--- config.mk ---
export PLATFORM = sky130hd
export DESIGN_NAME = fsqu_ctrl
export DESIGN_NICKNAME = d
export VERILOG_FILES = /design/src/fraction_sum_quotient_unit_assert.svh /design/src/fsqu_pkg.sv /design/src/fsqu_ctrl.sv
export SDC_FILE = /design/constraint.sdc
export NUM_CORES = 1
export LEC_CHECK = 0
export ABC_AREA = 1
export BUFFER_PORTS_ARGS = -buffer_cell sky130_fd_sc_hd__buf_2
export CORE_ASPECT_RATIO = 1.2
export CORE_MARGIN = 2
export CORE_UTILIZATION = 45
export CTS_CLUSTER_SIZE = 24
export DETAILED_ROUTE_END_ITERATION = 6
export GPL_TIMING_DRIVEN = 0
export PLACE_DENSITY = 0.63
export SLEW_MARGIN = 40
export SYNTH_ARGS = -nofsm -noshare
export SYNTH_HDL_FRONTEND = slang
export SYNTH_SLANG_ARGS = --single-unit
--- constraint.sdc ---
create_clock -name clk -period 2.5 [get_ports clk]
set_clock_uncertainty 0.1 [all_clocks]
set_input_delay 0.375 -clock clk [delete_from_list [all_inputs] [get_ports clk]]
set_output_delay 0.375 -clock clk [all_outputs]
set_load 0.05 [all_outputs]
--- src/fraction_sum_quotient_unit_assert.svh ---
// Assertion macros shared by the RTL.
`ifndef FRACTION_SUM_QUOTIENT_UNIT_ASSERT_SVH
`define FRACTION_SUM_QUOTIENT_UNIT_ASSERT_SVH

// Same-cycle implication.
`define FSQU_ASSERT_IMP(lbl, clk, rst_n, ante, cons) \
	lbl: assert property (@(posedge clk) disable iff (!rst_n) ((ante) |-> (cons))) \
		else $error("assertion failed");

// Next-cycle implication.
`define FSQU_ASSERT_NXT(lbl, clk, rst_n, ante, cons) \
	lbl: assert property (@(posedge clk) disable iff (!rst_n) ((ante) |=> (cons))) \
		else $error("assertion failed");

`endif

--- src/fsqu_pkg.sv ---
`default_nettype none
package fsqu_pkg;
	localparam int OPERAND_BITS = 32;
	localparam int FIELD_W = 32;
	localparam int IN_W = 4 * FIELD_W;
	localparam int WIDE_W = 64;
	localparam int NARROW_W = 63;
	localparam int OUT_FIELDS_W = 6 * NARROW_W + WIDE_W;
	localparam int OUT_W = ((OUT_FIELDS_W + 7) / 8) * 8;
	localparam int DIV_W = 64;
	localparam int DIV_CNT_W = $clog2(DIV_W);

	localparam logic [1:0] STATUS_OK = 2'd0;
	localparam logic [1:0] STATUS_DEN_ZERO = 2'd1;
	localparam logic [1:0] STATUS_DIV_ZERO = 2'd2;

	typedef enum logic [4:0] {
		OP_NONE,
		OP_LOAD,
		OP_ZERO_ALL,
		OP_GCD_DEN,
		OP_DIV_GCD,
		OP_DIV_FA,
		OP_DIV_FB,
		OP_MUL_LCM,
		OP_MUL_CA,
		OP_MUL_CB,
		OP_SUM_INIT,
		OP_DIV_SN,
		OP_DIV_SD,
		OP_MUL_QN,
		OP_MUL_QD,
		OP_QUO_INIT,
		OP_ZERO_QUOT,
		OP_DIV_QN,
		OP_DIV_QD,
		OP_PUBLISH
	} op_t;

	typedef struct packed {
		logic den_zero;
		logic x_zero;
		logic y_zero;
		logic div_done;
	} dp_sts_t;
endpackage
`default_nettype wire

--- src/fsqu_ctrl.sv ---
`default_nettype none
module fsqu_ctrl import fsqu_pkg::*; (
	input  wire logic    clk,
	input  wire logic    arst_n,
	input  wire logic    s_tvalid,
	input  wire logic    m_tready,
	input  wire dp_sts_t sts,
	output op_t          op,
	output logic         s_tready,
	output logic         m_tvalid
);
	typedef enum logic [17:0] {
		S_IDLE  = 18'h00001,
		S_CHECK = 18'h00002,
		S_GCD   = 18'h00004,
		S_DIVW  = 18'h00008,
		S_FA    = 18'h00010,
		S_FB    = 18'h00020,
		S_MLCM  = 18'h00040,
		S_MCA   = 18'h00080,
		S_MCB   = 18'h00100,
		S_SUMI  = 18'h00200,
		S_SN    = 18'h00400,
		S_SD    = 18'h00800,
		S_MQN   = 18'h01000,
		S_MQD   = 18'h02000,
		S_QUOI  = 18'h04000,
		S_QN    = 18'h08000,
		S_QD    = 18'h10000,
		S_PUB   = 18'h20000
	} state_t;

	state_t state_q, state_d, gret_q, gret_d, dret_q, dret_d;
	logic out_valid_q, out_valid_d;

	always_comb begin
		state_d = state_q;
		gret_d = gret_q;
		dret_d = dret_q;
		out_valid_d = out_valid_q && !m_tready;
		op = OP_NONE;
		unique case (state_q)
			S_IDLE: begin
				if (s_tvalid) begin
					op = OP_LOAD;
					state_d = S_CHECK;
				end
			end
			S_CHECK: begin
				if (sts.den_zero) begin
					op = OP_ZERO_ALL;
					state_d = S_PUB;
				end else begin
					op = OP_GCD_DEN;
					gret_d = S_FA;
					state_d = S_GCD;
				end
			end
			S_GCD: begin
				if (sts.y_zero) begin
					state_d = gret_q;
				end else begin
					op = OP_DIV_GCD;
					dret_d = S_GCD;
					state_d = S_DIVW;
				end
			end
			S_DIVW: begin
				if (sts.div_done)
					state_d = dret_q;
			end
			S_FA: begin
				op = OP_DIV_FA;
				dret_d = S_FB;
				state_d = S_DIVW;
			end
			S_FB: begin
				op = OP_DIV_FB;
				dret_d = S_MLCM;
				state_d = S_DIVW;
			end
			S_MLCM: begin
				op = OP_MUL_LCM;
				state_d = S_MCA;
			end
			S_MCA: begin
				op = OP_MUL_CA;
				state_d = S_MCB;
			end
			S_MCB: begin
				op = OP_MUL_CB;
				state_d = S_SUMI;
			end
			S_SUMI: begin
				op = OP_SUM_INIT;
				gret_d = S_SN;
				state_d = S_GCD;
			end
			S_SN: begin
				op = OP_DIV_SN;
				dret_d = S_SD;
				state_d = S_DIVW;
			end
			S_SD: begin
				op = OP_DIV_SD;
				dret_d = S_MQN;
				state_d = S_DIVW;
			end
			S_MQN: begin
				op = OP_MUL_QN;
				state_d = S_MQD;
			end
			S_MQD: begin
				op = OP_MUL_QD;
				state_d = S_QUOI;
			end
			S_QUOI: begin
				op = OP_QUO_INIT;
				gret_d = S_QN;
				state_d = S_GCD;
			end
			S_QN: begin
				if (sts.x_zero) begin
					op = OP_ZERO_QUOT;
					state_d = S_PUB;
				end else begin
					op = OP_DIV_QN;
					dret_d = S_QD;
					state_d = S_DIVW;
				end
			end
			S_QD: begin
				op = OP_DIV_QD;
				dret_d = S_PUB;
				state_d = S_DIVW;
			end
			S_PUB: begin
				if (!out_valid_q || m_tready) begin
					op = OP_PUBLISH;
					out_valid_d = 1'b1;
					state_d = S_IDLE;
				end
			end
			default: state_d = S_IDLE;
		endcase
	end

	always_ff @(posedge clk or negedge arst_n) begin
		if (!arst_n) begin
			state_q <= S_IDLE;
			gret_q <= S_IDLE;
			dret_q <= S_IDLE;
			out_valid_q <= 1'b0;
		end else begin
			state_q <= state_d;
			gret_q <= gret_d;
			dret_q <= dret_d;
			out_valid_q <= out_valid_d;
		end
	end

	assign s_tready = (state_q == S_IDLE);
	assign m_tvalid = out_valid_q;
endmodule
`default_nettype wire
==> results of run 1 <==
[layout by cell type, fill, tap and decap left out, types with 3 or more instances in the layout]
cell type / n
o21ai_0: 8
nor2_2: 5
nand2_2: 11
o21ai_1: 7
nand3_2: 5
nor2_4: 12
buf_6: 5
dfstp_2: 3
nand3_1: 19
nor2_1: 43
nand2_1: 40
inv_2: 3
nand2_4: 5
nor3_1: 8
nand4_1: 7
inv_1: 41
buf_2: 10
dfrtp_1: 27
nor3_2: 3
clkbuf_8: 5
buf_4: 27
[cell families (layout without fill, tap and decap cells)]
family / after synthesis / count (layout) / synth area share, %
buffers and inverters: 46 / 96 / 9.470
DFF: 31 / 31 / 39.33
AOI/OAI and AO/OA: 25 / 25 / 7.829
and+or+nand+nor: 167 / 167 / 43.37
[repair_timing]
action	4_1_cts	5_1_grt
pin swaps	9	16
endpoints found under the setup margin	5	5
buffers inserted	11	16
resized for setup	21	20
endpoints found under the hold margin	0	0
cloned	0	1
[flip-flops by register name, summed over array words and instances (netlist names)]
name      cells
gret_q        4
m_tvalid      1
state_q      18
dret_q        8
[power breakdown]
group	internal [mW]	switching [mW]	total, mW
Sequential	0.618	0.0607	0.679
Clock	0.195	0.187	0.382
Combinational	0.398	0.643	1.04
[metal layers]
layer,GRT usage (%),share of wire (%)
met2,37.40,49
met4,7.447,1.6
met3,3.959,4.8
met5,0,0
met1,30.57,44
[worst max-delay path by stage]
stage           startpoint     to  slack, ps
5_1_grt         state_q[9]  op[1]         -6
4_1_cts         state_q[2]  op[1]          5
3_5_place_dp    state_q[9]  op[1]         80
3_3_place_gp   state_q[11]  op[1]         60
6_report        state_q[9]  op[2]         50
2_1_floorplan  state_q[11]  op[0]        200
[metrics by stage]
stage / power (mW) / worst slack (ps) / TNS [ps]
after global placement: 1.495 / 64.01 / 0
after detailed placement: 1.512 / 78.26 / 0
after floorplan: 1.329 / 202.0 / 0
final: 2.102 / 54.64 / 0
after global routing: 2.236 / -6.252 / -15.70
after CTS: 1.995 / 5.311 / 0
[worst max-delay path, cell delays in order, from the launching register on]
cell and delay, ps:
dfrtp_1 430, nor2_4 160, nand2_4 90, nor2_4 130, buf_8 130, buf_4 130
nand3_4 90, o21a_4 240, nand3_1 100, buf_6 170
[area by class of cell]
type	instances	area, sq um
clock inverter	1	5.005
tap	56	70.07
inverter	44	165.2
clock buffer	7	76.32
fill	388	1683
multi-input combinational	192	1137
buffer	2	26.28
timing repair buffer	42	317.8
sequential	31	780.7
==> metrics.yaml, run 1 <==
outcome:
  outcome: "complete, no violations"
floorplan:
  core_sq_um: 4262
  rows: 26
  fp.dieH_um: 76.70
  die_x_um: 64.58
  die_area_sq_um: 4953
  start_util_pct: 46.51
  ios: 15
setup_path:
  timing.rr.start: "state_q[9]"
  cp_max_fo: 5
  critPathLaunchType: "register"
  rr_endpoint: "dret_q[11]"
  end_kind: "primary output"
  critPathKind: "reg2out"
  regToRegSetupSlack_ps: 460
  arrival_ps: 1970
  required_ps: 2030
  r2r_cells: 10
synthesis:
  synth_edf_count: 0
  yosys_warnings: 0
  ys_types: 33
  syn_nets: 277
  synth_top_area_share_pct: 35.35
  yosys.area.top_type: "dfrtp_1"
  ys.flop_type: "dfrtp_1"
  syn_area_per_cell_sq_um: 7.368
  netlist_area_sq_um: 1982
  synthCells: 269
  ys_top_cells_by_area: "dfrtp_1, nor2_1, nand2_1"
  yosysMostFrequentCell: "nor2_1"
  async_flop_share_pct: 100.0
  ys_top_cells_by_count: "nor2_1, nand2_1, inv_1, dfrtp_1, nand3_1"
  ys_ff_latch: 31
  ys_seq_area_share_pct: 39.33
clock_network:
  cts.clk_slew.worst_paths_ps: 70
  cts_tree: "yes"
  cts.sinks: 31
  numCtsBuffers: 5
  h-tree-depth: 2
  cts_hold_buf: 0
  clock_path_buffers: 2
  cts-root-buf: "clkbuf_8"
  clock_latency_ps: 290
routing:
  postRouteAntennaNets: 0
  via_per_inst: 5.163
  wire_per_inst_um: 14.31
  vias: 1936
  first_pass_iters: 5
  routed_wl_mm: 5.368
  first_iter_violations: 94
  drc: 0
layout:
  area_growth_pct: 30.11
  fin_cells: 375
  antenna_cells: 0
  final_core_util_pct: 60.51
  final_area_sq_um: 2579
  fin_nets: 326
  drive_above_1_share_pct: 33.54
sta:
  slew_headroom_pct: 54.28
  setup_violations: 0
  hold_violations: 0
  tightest_slew_ps: 685.8
  post-route-period-util_pct: 97.81
  period_minus_slack_ps: 2445
  final_max_slew_viol_count: 0
  rsz0062_at_grt: "true"
  clock.fmax_ghz: 0.4089
  hold_ws_ps: 17.96
global_route:
  grt_max_degree: 32
  grt_pass1_wl_mm: 8.569
  antenna_found_initial: 0
  grt_overflow: 0
  grt_pass1_vias: 1806
  grt_usage_pct: 22.83
placement:
  place.gp.congestion: 0.9080
  portBuffers: 14
  placed_cells: 339
  placed_area_sq_um: 2122
  hpwl_mm: 3.834
power_and_ir_drop:
  p_leak_nw: 1.363
  powerDensity_nw_per_um2: 815.1
  peakVddDrop_v: 0.0004480
job:
  max_cap_violations: 0
worst_hold_path:
  hold_class: "in2async"
Note: power is estimated with default switching activity, not from simulation.
==> run 2: changes to the inputs <==
--- a/config.mk
+++ b/config.mk
@@ -13,7 +13,7 @@
 export CTS_CLUSTER_SIZE = 24
 export DETAILED_ROUTE_END_ITERATION = 6
 export GPL_TIMING_DRIVEN = 0
-export PLACE_DENSITY = 0.63
+export PLACE_DENSITY = 0.65
 export SLEW_MARGIN = 40
 export SYNTH_ARGS = -nofsm -noshare
 export SYNTH_HDL_FRONTEND = slang
==> constraint.sdc (replaced) <==
create_clock -name clk -period 2.1 [get_ports clk]
set_clock_uncertainty 0.1 [all_clocks]
set_input_delay 0.315 -clock clk [delete_from_list [all_inputs] [get_ports clk]]
set_output_delay 0.315 -clock clk [all_outputs]
set_load 0.05 [all_outputs]
==> run 2 against run 1 <==
Against the previous run:
- the flow now finishes with violations (setup timing)
- power rose by 38%
- largest cell class unchanged
- setup slack got worse by 330 ps
- cell count rose by 5.3%
- highest routed layer unchanged
==> metrics.yaml, run 2 (synthesis gave the netlist of run 1 again) <==
outcome:
  outcome: "finished, violations left"
  violations: "setup timing"
clock_network:
  clock_latency_ps: 290  # about the same
  cts.sinks: 31  # unchanged
  cts-root-buf: "clkbuf_8"
  cts_tree: "yes"
  h-tree-depth: 2  # unchanged
  clock_path_buffers: 2  # unchanged
  numCtsBuffers: 5  # unchanged
  cts.clk_slew.worst_paths_ps: 70  # about the same
routing:
  first_pass_iters: 4  # -1
  postRouteAntennaNets: 0  # unchanged
  wire_per_inst_um: 15.49  # +8.2%
  drc: 0  # unchanged
  first_iter_violations: 114  # +21%
  vias: 2081  # +7.5%
  routed_wl_mm: 6.117  # +14%
  via_per_inst: 5.268  # +2.0%
sta:
  hold_violations: 0  # unchanged
  slew_headroom_pct: 54.34  # +0.062 points
  clock.fmax_ghz: 0.4212
  rsz0062_at_grt: "true"
  setup_tns_ps: -1340  # -1340 ps
  setup_violations: 6  # +6
  tightest_slew_ps: 684.9  # -0.9333 ps
  final.setup.worst_slack_ps: -273.9  # -328.5 ps
  final_max_slew_viol_count: 0  # unchanged
  post-route-period-util_pct: 113.0
  period_minus_slack_ps: 2374
global_route:
  grt_pass1_vias: 2117  # +17%
  grt_max_degree: 32  # unchanged
  antenna_found_initial: 0  # unchanged
  grt_usage_pct: 26.25  # +3.4 points
  grt_overflow: 0  # unchanged
  grt_pass1_wl_mm: 9.894  # +15%
setup_path:
  arrival_ps: 1960  # about the same
  end_kind: "primary output"
  required_ps: 1680  # -350 ps
  cp_max_fo: 2  # -3
  critPathKind: "reg2out"
  critPathLaunchType: "register"
layout:
  final_core_util_pct: 67.88  # +7.4 points
  reg_top3: "state_q: 18 flops, dret_q: 8 flops, gret_q: 4 flops"
  antenna_cells: 0  # unchanged
  area_growth_pct: 45.96
  final_area_sq_um: 2893  # +12%
  largest_reg_flops: 18  # unchanged
  multi_input_comb_area_sq_um: 1229  # +8.0%
  fin_cells: 395  # +5.3%
  register_area_sq_um: 782.0  # +0.16%
  fin_nets: 346  # +6.1%
  top_register: "state_q"
  most-common-layout-cells: "buf_4, inv_1, nor2_1"
  fillCellCount: 338  # -13%
  final_common_cell: "buf_4"
  drive_above_1_share_pct: 41.00  # +7.5 points
floorplan:
  start_util_pct: 46.51  # unchanged
  ios: 15  # unchanged
  rows: 26  # unchanged
  die_area_sq_um: 4953  # unchanged
  die_x_um: 64.58  # unchanged
  core_sq_um: 4262  # unchanged
  fp.dieH_um: 76.70  # unchanged
worst_hold_path:
  hold_class: "in2reg"
power_and_ir_drop:
  powerDensity_nw_per_um2: 1001  # +23%
  peakVddDrop_v: 0.0006747  # +51%
  p_leak_nw: 1.552  # +14%
placement:
  dp_slack_ps: -244.9  # -323.2 ps
  placed_area_sq_um: 2137  # +0.71%
  portBuffers: 14  # unchanged
  placed_cells: 339  # unchanged
  place.gp.congestion: 0.8973  # -1.2%
  hpwl_mm: 3.817  # -0.46%
job:
  max_cap_violations: 0  # unchanged
run 2: what timing repair did:
action / CTS / global route
setup buffers: 38 / 8
gates resized for setup: 49 / 18
setup endpoints to repair: 6 / 13
cloned: 1 / 0
pin swaps: 23 / 10
hold buffers: 1 / 0
hold endpoints to repair: 28 / 0
run 2: where the power goes:
group,switching [mW],internal (mW)
sequential,0.0651,0.735
clock,0.243,0.384
combinational,0.858,0.610
run 2: final cells by class:
cell class              instances  area share, %
well taps                      56          2.422
clock inverters                 2          1.211
clock buffers                   6          2.855
inverters                      44          5.709
multi-input cells             192          42.47
flip-flops and latches         31          27.03
repair buffers                 62          17.39
plain buffers                   2         0.9083
run 2: path summary, 6_finish.rpt:
check,start,endpoint,slack (ps),depth (start not counted)
hold reg to reg,gret_q[0],gret_q[0],340,2
max in group asynchronous,arst_n,state_q[16],910,2
setup reg to reg,state_q[5],state_q[6],70,11
setup / recovery,state_q[15],op[1],-270,9
min in group asynchronous,arst_n,state_q[2],490,2
hold / removal,m_tready,m_tvalid,150,2
run 2: critical path, stage by stage, from the launching register on:
cell	delay (ps)
dfrtp_1	400
nor2_2	160
buf_4	130
buf_4	90
buf_4	100
nand3_1	130
nor2_1	200
o21ai_0	150
nand4_1	130
buf_6	170
run 2: layer usage:
| layer | global-route usage [%] | wire length [um] |
|---|---|---|
| met2 | 43.33 | 3023 |
| met3 | 4.545 | 377 |
| met5 | 0 | 0 |
| met1 | 32.79 | 2455 |
| met4 | 13.19 | 261 |
run 2: stage by stage:
stage               power (mW)  hold WS, ps
detailed placement       1.798        295.6
global placement         1.787        298.1
floorplan                1.587       -80.59
global route             3.047        171.1
CTS                      2.755        137.2
finish                   2.895        145.9
